$ cat src/design/adaptive_thermal_window_tracker_macros.svh
// Assertion macros shared by the thermal window tracker RTL.
// Each macro expects clk and rst to be visible where it is used.
`ifndef ADAPTIVE_THERMAL_WINDOW_TRACKER_MACROS_SVH
`define ADAPTIVE_THERMAL_WINDOW_TRACKER_MACROS_SVH

// Consequent must hold in the same cycle as the antecedent.
`define ATWT_ASSERT_SAME(label, ante, cons, msg) \
  label: assert property (@(posedge clk) disable iff (rst) (ante) |-> (cons)) \
    else $error(msg);

// Consequent must hold in the cycle after the antecedent.
`define ATWT_ASSERT_NEXT(label, ante, cons, msg) \
  label: assert property (@(posedge clk) disable iff (rst) (ante) |=> (cons)) \
    else $error(msg);

`endif

$ cat src/design/atwt_pkg.sv
`timescale 1ns / 1ps

package atwt_pkg;

  localparam int CfgAddrW = 4;
  localparam int CfgDataW = 32;
  localparam int AmountW  = 7;
  localparam int EdgeW    = 8;
  localparam int IrqW     = 16;

  localparam logic [1:0] REG_STEP   = 2'd0;
  localparam logic [1:0] REG_EXPAND = 2'd1;
  localparam logic [1:0] REG_NARROW = 2'd2;

  localparam logic [AmountW-1:0] STEP_RESET   = 7'd2;
  localparam logic [AmountW-1:0] EXPAND_RESET = 7'd1;
  localparam logic [AmountW-1:0] NARROW_RESET = 7'd2;

  localparam logic [EdgeW-1:0] EDGE_LIMIT = 8'd127;
  localparam logic [EdgeW-1:0] RESET_LOW  = 8'd5;
  localparam logic [EdgeW-1:0] RESET_HIGH = 8'd120;
  localparam logic [IrqW-1:0]  IRQ_MAX    = 16'hFFFF;

  localparam logic FUNC_IRQ  = 1'b0;
  localparam logic FUNC_TICK = 1'b1;

  typedef struct packed {
    logic [AmountW-1:0] step;
    logic [AmountW-1:0] expand;
    logic [AmountW-1:0] narrow;
  } cfg_t;

  typedef struct packed {
    logic [EdgeW-1:0] low;
    logic [EdgeW-1:0] high;
    logic             grew;
    logic [IrqW-1:0]  irq;
  } win_t;

endpackage

$ cat src/design/atwt_cfg_regs.sv
`timescale 1ns / 1ps

module atwt_cfg_regs (
  input  logic                              clk,
  input  logic                              rst,
  input  logic                              psel,
  input  logic                              penable,
  input  logic                              pwrite,
  input  logic [atwt_pkg::CfgAddrW-1:0]     paddr,
  input  logic [atwt_pkg::CfgDataW-1:0]     pwdata,
  output logic [atwt_pkg::CfgDataW-1:0]     prdata,
  output logic                              pready,
  output atwt_pkg::cfg_t                    cfg
);

  logic                 wr_en;
  logic [1:0]           reg_idx;
  atwt_pkg::cfg_t       cfg_q;

  assign pready  = 1'b1;
  assign wr_en   = psel && penable && pwrite && pready;
  assign reg_idx = paddr[3:2];
  assign cfg     = cfg_q;

  always_ff @(posedge clk) begin
    if (rst) begin
      cfg_q.step   <= atwt_pkg::STEP_RESET;
      cfg_q.expand <= atwt_pkg::EXPAND_RESET;
      cfg_q.narrow <= atwt_pkg::NARROW_RESET;
    end else if (wr_en) begin
      case (reg_idx)
        atwt_pkg::REG_STEP:   cfg_q.step   <= pwdata[atwt_pkg::AmountW-1:0];
        atwt_pkg::REG_EXPAND: cfg_q.expand <= pwdata[atwt_pkg::AmountW-1:0];
        atwt_pkg::REG_NARROW: cfg_q.narrow <= pwdata[atwt_pkg::AmountW-1:0];
        default: ;
      endcase
    end
  end

  always_comb begin
    prdata = '0;
    case (reg_idx)
      atwt_pkg::REG_STEP:   prdata[atwt_pkg::AmountW-1:0] = cfg_q.step;
      atwt_pkg::REG_EXPAND: prdata[atwt_pkg::AmountW-1:0] = cfg_q.expand;
      atwt_pkg::REG_NARROW: prdata[atwt_pkg::AmountW-1:0] = cfg_q.narrow;
      default:              prdata = '0;
    endcase
  end

endmodule

$ cat src/design/atwt_window_calc.sv
`timescale 1ns / 1ps

module atwt_window_calc (
  input  atwt_pkg::cfg_t  cfg,
  input  atwt_pkg::win_t  cur,
  input  logic            func,
  input  logic            below_low,
  input  logic            above_high,
  output atwt_pkg::win_t  nxt
);

  logic [7:0] step8;
  logic [7:0] delta;
  logic [7:0] low_a;
  logic [7:0] high_a;
  logic [8:0] high_sum;
  logic [7:0] low_b;
  logic [7:0] high_b;
  logic [9:0] size;
  logic [9:0] diff;
  logic [9:0] shrink;
  logic [7:0] q;
  logic       can_shrink;

  always_comb begin
    step8 = {1'b0, cfg.step};
    delta = step8 - {1'b0, cfg.expand};

    // Low crossing first, then the high crossing sees the moved window.
    low_a  = cur.low;
    high_a = cur.high;
    if (below_low && (cur.low >= step8)) begin
      low_a  = cur.low - step8;
      high_a = cur.high - delta;
    end
    high_sum = {1'b0, high_a} + {1'b0, step8};
    low_b  = low_a;
    high_b = high_a;
    if (above_high && (high_sum <= {1'b0, atwt_pkg::EDGE_LIMIT})) begin
      low_b  = low_a + delta;
      high_b = high_sum[7:0];
    end

    // Periodic shrink: the step is a quarter of the excess width, rounded.
    size       = {2'b00, cur.high} - {2'b00, cur.low};
    can_shrink = ($signed(size) > $signed({3'b000, cfg.narrow})) && !cur.grew;
    diff       = size - {3'b000, cfg.narrow};
    shrink     = diff + 10'd2;
    q          = shrink[9:2];

    nxt = cur;
    if (func == atwt_pkg::FUNC_TICK) begin
      if (can_shrink) begin
        if (q != 8'd0) begin
          nxt.low  = cur.low + q;
          nxt.high = cur.high - q;
        end else begin
          nxt.low = cur.low + 8'd1;
        end
      end
      nxt.grew = 1'b0;
    end else begin
      if (cur.irq != atwt_pkg::IRQ_MAX) begin
        nxt.irq = cur.irq + 16'd1;
      end
      nxt.low  = low_b;
      nxt.high = high_b;
      nxt.grew = cur.grew || below_low || above_high;
    end
  end

endmodule

$ cat src/design/adaptive_thermal_window_tracker.sv
`timescale 1ns / 1ps
// Channel   Dir  Fields (lowest bit first)
// s_axis    in   tuser: func; tdata: below_low, above_high, zero fill to 8 bits
// m_axis    out  tdata: edge_low, edge_high, temp_estimate, irq_total (40 bits)
// APB       in   step_amount at 0x0, expand_amount at 0x4, narrowest_window at 0x8
//
// One item per cycle is accepted while the output does not stall; each item passes
// the input register, the combinational window update and the result register.
// rst is synchronous and restores the window to 5..120 with a zero interrupt count.
// A stalled output holds the input register, and s_axis_tready drops once both are full.

`include "adaptive_thermal_window_tracker_macros.svh"

module adaptive_thermal_window_tracker (
  input  logic                           clk,
  input  logic                           rst,
  input  logic                           s_axis_tvalid,
  output logic                           s_axis_tready,
  input  logic [7:0]                     s_axis_tdata,  // below_low, above_high, zero fill
  input  logic                           s_axis_tuser,  // func
  output logic                           m_axis_tvalid,
  input  logic                           m_axis_tready,
  output logic [39:0]                    m_axis_tdata,  // edge_low, edge_high,
                                                        // temp_estimate, irq_total
  input  logic                           psel,
  input  logic                           penable,
  input  logic                           pwrite,
  input  logic [atwt_pkg::CfgAddrW-1:0]  paddr,
  input  logic [atwt_pkg::CfgDataW-1:0]  pwdata,
  output logic [atwt_pkg::CfgDataW-1:0]  prdata,
  output logic                           pready
);

  atwt_pkg::cfg_t cfg;
  atwt_pkg::win_t win;
  atwt_pkg::win_t win_next;

  logic       in_valid;
  logic       in_func;
  logic       in_lo;
  logic       in_hi;
  logic       load_out;
  logic       out_valid;
  logic [7:0] edge_low;
  logic [7:0] edge_high;
  logic [7:0] temp_estimate;
  logic [15:0] irq_total;
  logic [8:0] mid_sum;

  atwt_cfg_regs u_cfg (
    .clk     (clk),
    .rst     (rst),
    .psel    (psel),
    .penable (penable),
    .pwrite  (pwrite),
    .paddr   (paddr),
    .pwdata  (pwdata),
    .prdata  (prdata),
    .pready  (pready),
    .cfg     (cfg)
  );

  atwt_window_calc u_calc (
    .cfg        (cfg),
    .cur        (win),
    .func       (in_func),
    .below_low  (in_lo),
    .above_high (in_hi),
    .nxt        (win_next)
  );

  assign load_out      = in_valid && (!out_valid || m_axis_tready);
  assign s_axis_tready = !in_valid || load_out;
  assign mid_sum       = {1'b0, win_next.low} + {1'b0, win_next.high};

  always_ff @(posedge clk) begin
    if (rst) begin
      in_valid <= 1'b0;
    end else if (s_axis_tready) begin
      in_valid <= s_axis_tvalid;
    end
  end

  always_ff @(posedge clk) begin
    if (s_axis_tready && s_axis_tvalid) begin
      in_func <= s_axis_tuser;
      in_lo   <= s_axis_tdata[0];
      in_hi   <= s_axis_tdata[1];
    end
  end

  always_ff @(posedge clk) begin
    if (rst) begin
      win.low  <= atwt_pkg::RESET_LOW;
      win.high <= atwt_pkg::RESET_HIGH;
      win.grew <= 1'b0;
      win.irq  <= '0;
    end else if (load_out) begin
      win <= win_next;
    end
  end

  always_ff @(posedge clk) begin
    if (rst) begin
      out_valid <= 1'b0;
    end else if (load_out) begin
      out_valid <= 1'b1;
    end else if (m_axis_tready) begin
      out_valid <= 1'b0;
    end
  end

  always_ff @(posedge clk) begin
    if (load_out) begin
      edge_low      <= win_next.low;
      edge_high     <= win_next.high;
      temp_estimate <= mid_sum[8:1];
      irq_total     <= win_next.irq;
    end
  end

  assign m_axis_tvalid = out_valid;
  assign m_axis_tdata  = {irq_total, temp_estimate, edge_high, edge_low};

  `ATWT_ASSERT_NEXT(a_hold_item, in_valid && !load_out, in_valid, "held item was dropped")
  `ATWT_ASSERT_NEXT(a_state_idle, !load_out, $stable(win), "window changed with no item")
  `ATWT_ASSERT_NEXT(a_tick_clears, load_out && (in_func == atwt_pkg::FUNC_TICK), !win.grew,
                    "tick left grown mark set")
  `ATWT_ASSERT_NEXT(a_irq_count,
                    load_out && (in_func == atwt_pkg::FUNC_IRQ)
                      && (win.irq != atwt_pkg::IRQ_MAX),
                    win.irq == $past(win.irq) + 16'd1, "interrupt count missed")

endmodule

$ cat config.mk
export PLATFORM = sky130hd
export DESIGN_NAME = adaptive_thermal_window_tracker
export DESIGN_NICKNAME = d
export VERILOG_FILES = /design/src/design/atwt_pkg.sv /design/src/design/atwt_cfg_regs.sv /design/src/design/atwt_window_calc.sv /design/src/design/adaptive_thermal_window_tracker.sv
export VERILOG_INCLUDE_DIRS = /design/src /design/src/design
export SDC_FILE = /design/constraint.sdc
export NUM_CORES = 1
export LEC_CHECK = 0
export ABC_AREA = 1
export BUFFER_PORTS_ARGS = -buffer_cell sky130_fd_sc_hd__buf_2
export CAP_MARGIN = 30
export CORE_UTILIZATION = 45
export DETAILED_ROUTE_END_ITERATION = 10
export GPL_ROUTABILITY_DRIVEN = 0
export PLACE_DENSITY_LB_ADDON = 0.05
export SLEW_MARGIN = 40
export SYNTH_ARGS = -nofsm -noshare
export SYNTH_HDL_FRONTEND = slang
export SYNTH_SLANG_ARGS = --single-unit
$ cat constraint.sdc
create_clock -name clk -period 7.9 [get_ports clk]
set_input_delay 0.79 -clock clk [delete_from_list [all_inputs] [get_ports clk]]
set_output_delay 0.79 -clock clk [all_outputs]
set_load 0.02 [all_outputs]
==> impl_metrics.py <==
metrics = {
    "status": {
        "status": "complete, but fails checks",
        "violations": "design-rule violations",
    },
    "critical_path": {
        "reg2reg_slack_ns": 1.30,
        "r2r_cells": 30,
        "cp_data_arrival_time_ns": 6.73,
        "critical_path.endpoint": "temp_estimate[6]",
        "r2r_start": "win[18]",
        "critPathMaxFanout": 6,
        "crit_type": "register to register",
        "worstPathRequired_ns": 8.02,
        "cp_slowest_stage_delay_ns": 0.56,
        "r2r-end": "temp_estimate[6]",
        "crit_start": "win[18]",
        "slowest_stage": "dfxtp_1",
        "cpMostUsedCell": "nand2_1",
        "cp-end-kind": "register",
        "start_kind": "register",
    },
    "placement": {
        "pre_cts_ws_ns": 1.38,
        "port_buffers": 67,
        "dp_hpwl_mm": 16.6,
    },
    "grt": {
        "antenna_found_initial": 0,
        "gr-usage-all-layers": 0.245,
        "grt-ovfl-total": 0,
        "grt_max_degree": 55,
        "grt_pass1_wl_mm": 34.0,
        "grt_pass1_vias": 6212,
    },
    "floorplan": {
        "initial_utilization": 0.460,
        "die-area_um2": 18200,
        "core_um2": 17200,
        "die_w_um": 135,
        "num_rows": 48,
        "die_h_um": 135,
        "pin_count": 127,
    },
    "finish": {
        "multi_input_area_um2": 4620,
        "layout-area-overhead-vs-synth_pct": 9.48,
        "final_util": 0.504,
        "nets": 1251,
        "diodes": 0,
        "fill_cells": 1742,
        "final_cell_mix": "inv_1, nand2_1, a21oi_1, ha_1, o21ai_0",
        "layout-drive-gt1-share": 0.103,
        "seq_area_um2": 2410,
        "final_common_cell": "inv_1",
    },
    "timing": {
        "slew_headroom": 0.501,
        "final-setup-viol-count": 0,
        "finalSetupTns_ns": 0,
        "worst_pin_slew_ns": 0.748,
        "skew_ns": 0.00553,
        "rsz0062_at_grt": "false",
        "fin_crit_ns": 6.60,
        "hold_viol_final": 0,
        "fin_ws_ns": 1.30,
        "fmax_ghz": 0.151,
        "finalHoldWorstSlack_ns": 0.485,
        "slew_violations": 0,
        "fin_crit_sh": 0.836,
    },
    "routing": {
        "viasPerCell": 5.17,
        "drc": 1,
        "drtIter0Drc": 552,
        "routedWlPerCell_um": 15.8,
        "via_count": 6922,
        "routed_wl_mm": 21.1,
        "ant_nets": 0,
        "drtPass1Iterations": 8,
    },
    "pwr": {
        "p_leak_nw": 4.22,
        "vdd_drop_max_v": 0.000230,
        "p_total_mw": 3.26,
        "power_density_nw_per_um2": 375,
    },
    "synthesis": {
        "syn-cell-area_um2": 7930,
        "yosys.area_share.simple": 0.182,
        "synthCells": 1054,
        "synth_fa_ha_area_frac": 0.153,
        "seq_area_frac_synth": 0.304,
        "synth-compound-area-share": 0.173,
        "synth_xor_area_frac": 0.0607,
        "syn_avg_cell_area_um2": 7.53,
        "yosys_register_bits": 99,
        "synth_top_family_by_area": "simple AND/OR/NAND/NOR gates",
        "ys_warn_count": 0,
        "synth.distinct_cells": 47,
        "muxShareOfSynthArea": 0.00126,
    },
    "clock_tree": {
        "htreeDepth": 3,
        "post_cts_buffers": 0,
        "clk_pin_slew_ns": 0.08,
        "cts_hold_buf": 0,
        "cts_made_buffers": 9,
        "cts_tree": "yes",
        "cts_sinks": 99,
        "clockRootBuffer": "clkbuf_16",
        "clock_path_buffers": 2,
        "cts_resized": 0,
        "clock_latency_ns": 0.36,
    },
    "worst_hold_path": {
        "hold_class": "register to register",
    },
    "job": {
        "drv_cap": 0,
    },
}
synthesized netlist by cell type (all sizes together):
library cell    n  area, um2
inv           185        694
nand2         177        687
a21oi         101        517
o21ai          99        495
ha             78        976
nand3          61        338
dfxtp          56       1120
nor2           51        194
edfxtp         43       1290
xor2           42        368
buf            31        224
clkbuf         19       71.3
nand4          15        100
xnor2          13        114
fa             12        240
nor3           12       60.1
o211ai         11       82.6
o21bai          8       60.1
o221ai          7       61.3
a211oi          6       45.0
a31oi           5       37.5
nor4            3       18.8
or2             3       18.8
a221oi          2       17.5
and2            2       12.5
conb            2       7.51
nand3b          2       15.0
o311ai          2       17.5
a21boi          1       7.51
a21o            1       7.51
clkinv          1       3.75
mux2i           1       10.0
o21a            1       7.51
o31ai           1       12.5
metrics by stage:
stage | area, um2 | cells
global placement | 8370 | 1323
global route | 8690 | 1339
detailed placement | 8370 | 1323
CTS | 8690 | 1339
floorplan | 8020 | 1078
finish | 8690 | 1339
cell type report:
cell class	count	share of cell area
multi-input cells	743	0.532
flip-flops and latches	99	0.278
inverters	186	0.0804
repair buffers	70	0.0412
well taps	225	0.0324
clock buffers	9	0.0259
clock inverters	7	0.0107
cells by family (layout without fill, tap and decap cells):
group                      after synthesis  count (layout)
other                                    2              26
AOI/OAI and AO/OA                      245             245
xor gates and xnor gates                55              55
and+or+nand+nor                        326             326
DFF                                     99              99
buffers and inverters                  236             272
adders and majority gates               90              90
muxes                                    1               1
critical path: cells and delay by family, from the launching register on:
family / cells / cell delay [ns]
fa+ha+maj: 6 / 2.05
compound gates: 9 / 1.87
xor+xnor: 3 / 0.76
simple gates: 8 / 0.71
flops: 1 / 0.56
buf+inv: 4 / 0.44
registers in the layout (all words and copies together), names as in the netlist:
register	count
temp_estimate	8
edge_low	8
m_axis_tvalid	1
in_valid	1
edge_high	8
in_hi	1
in_lo	1
u_cfg.cfg	21
irq_total	16
in_func	1
win	33
routing by layer:
metal | share of wire | vias to the layer above | track usage
met3 | 0.035 | 21 | 0.0252
met2 | 0.43 | 156 | 0.374
met1 | 0.52 | 3179 | 0.360
met4 | 0.020 | 0 | 0.0818
li1 | - | 3566 | -
met5 | 0 | - | 0
worst min-delay path by stage:
stage	startpoint	end	slack, ns	cells past startpoint
global placement	win[16]	win[16]	0.48	2
detailed placement	win[16]	win[16]	0.48	2
global route	win[16]	win[16]	0.54	2
CTS	win[16]	win[16]	0.49	2
floorplan	u_cfg.cfg[2]	u_cfg.cfg[2]	0.45	2
finish	win[16]	win[16]	0.48	2
report_power, final:
| part | switching (mW) | internal, mW | total, mW |
|---|---|---|---|
| clock | 0.226 | 0.254 | 0.481 |
| combinational | 1.32 | 0.775 | 2.09 |
| sequential | 0.0378 | 0.650 | 0.688 |
| total | 1.58 | 1.68 | 3.26 |
No activity file was read; power rests on OpenSTA's default activity.
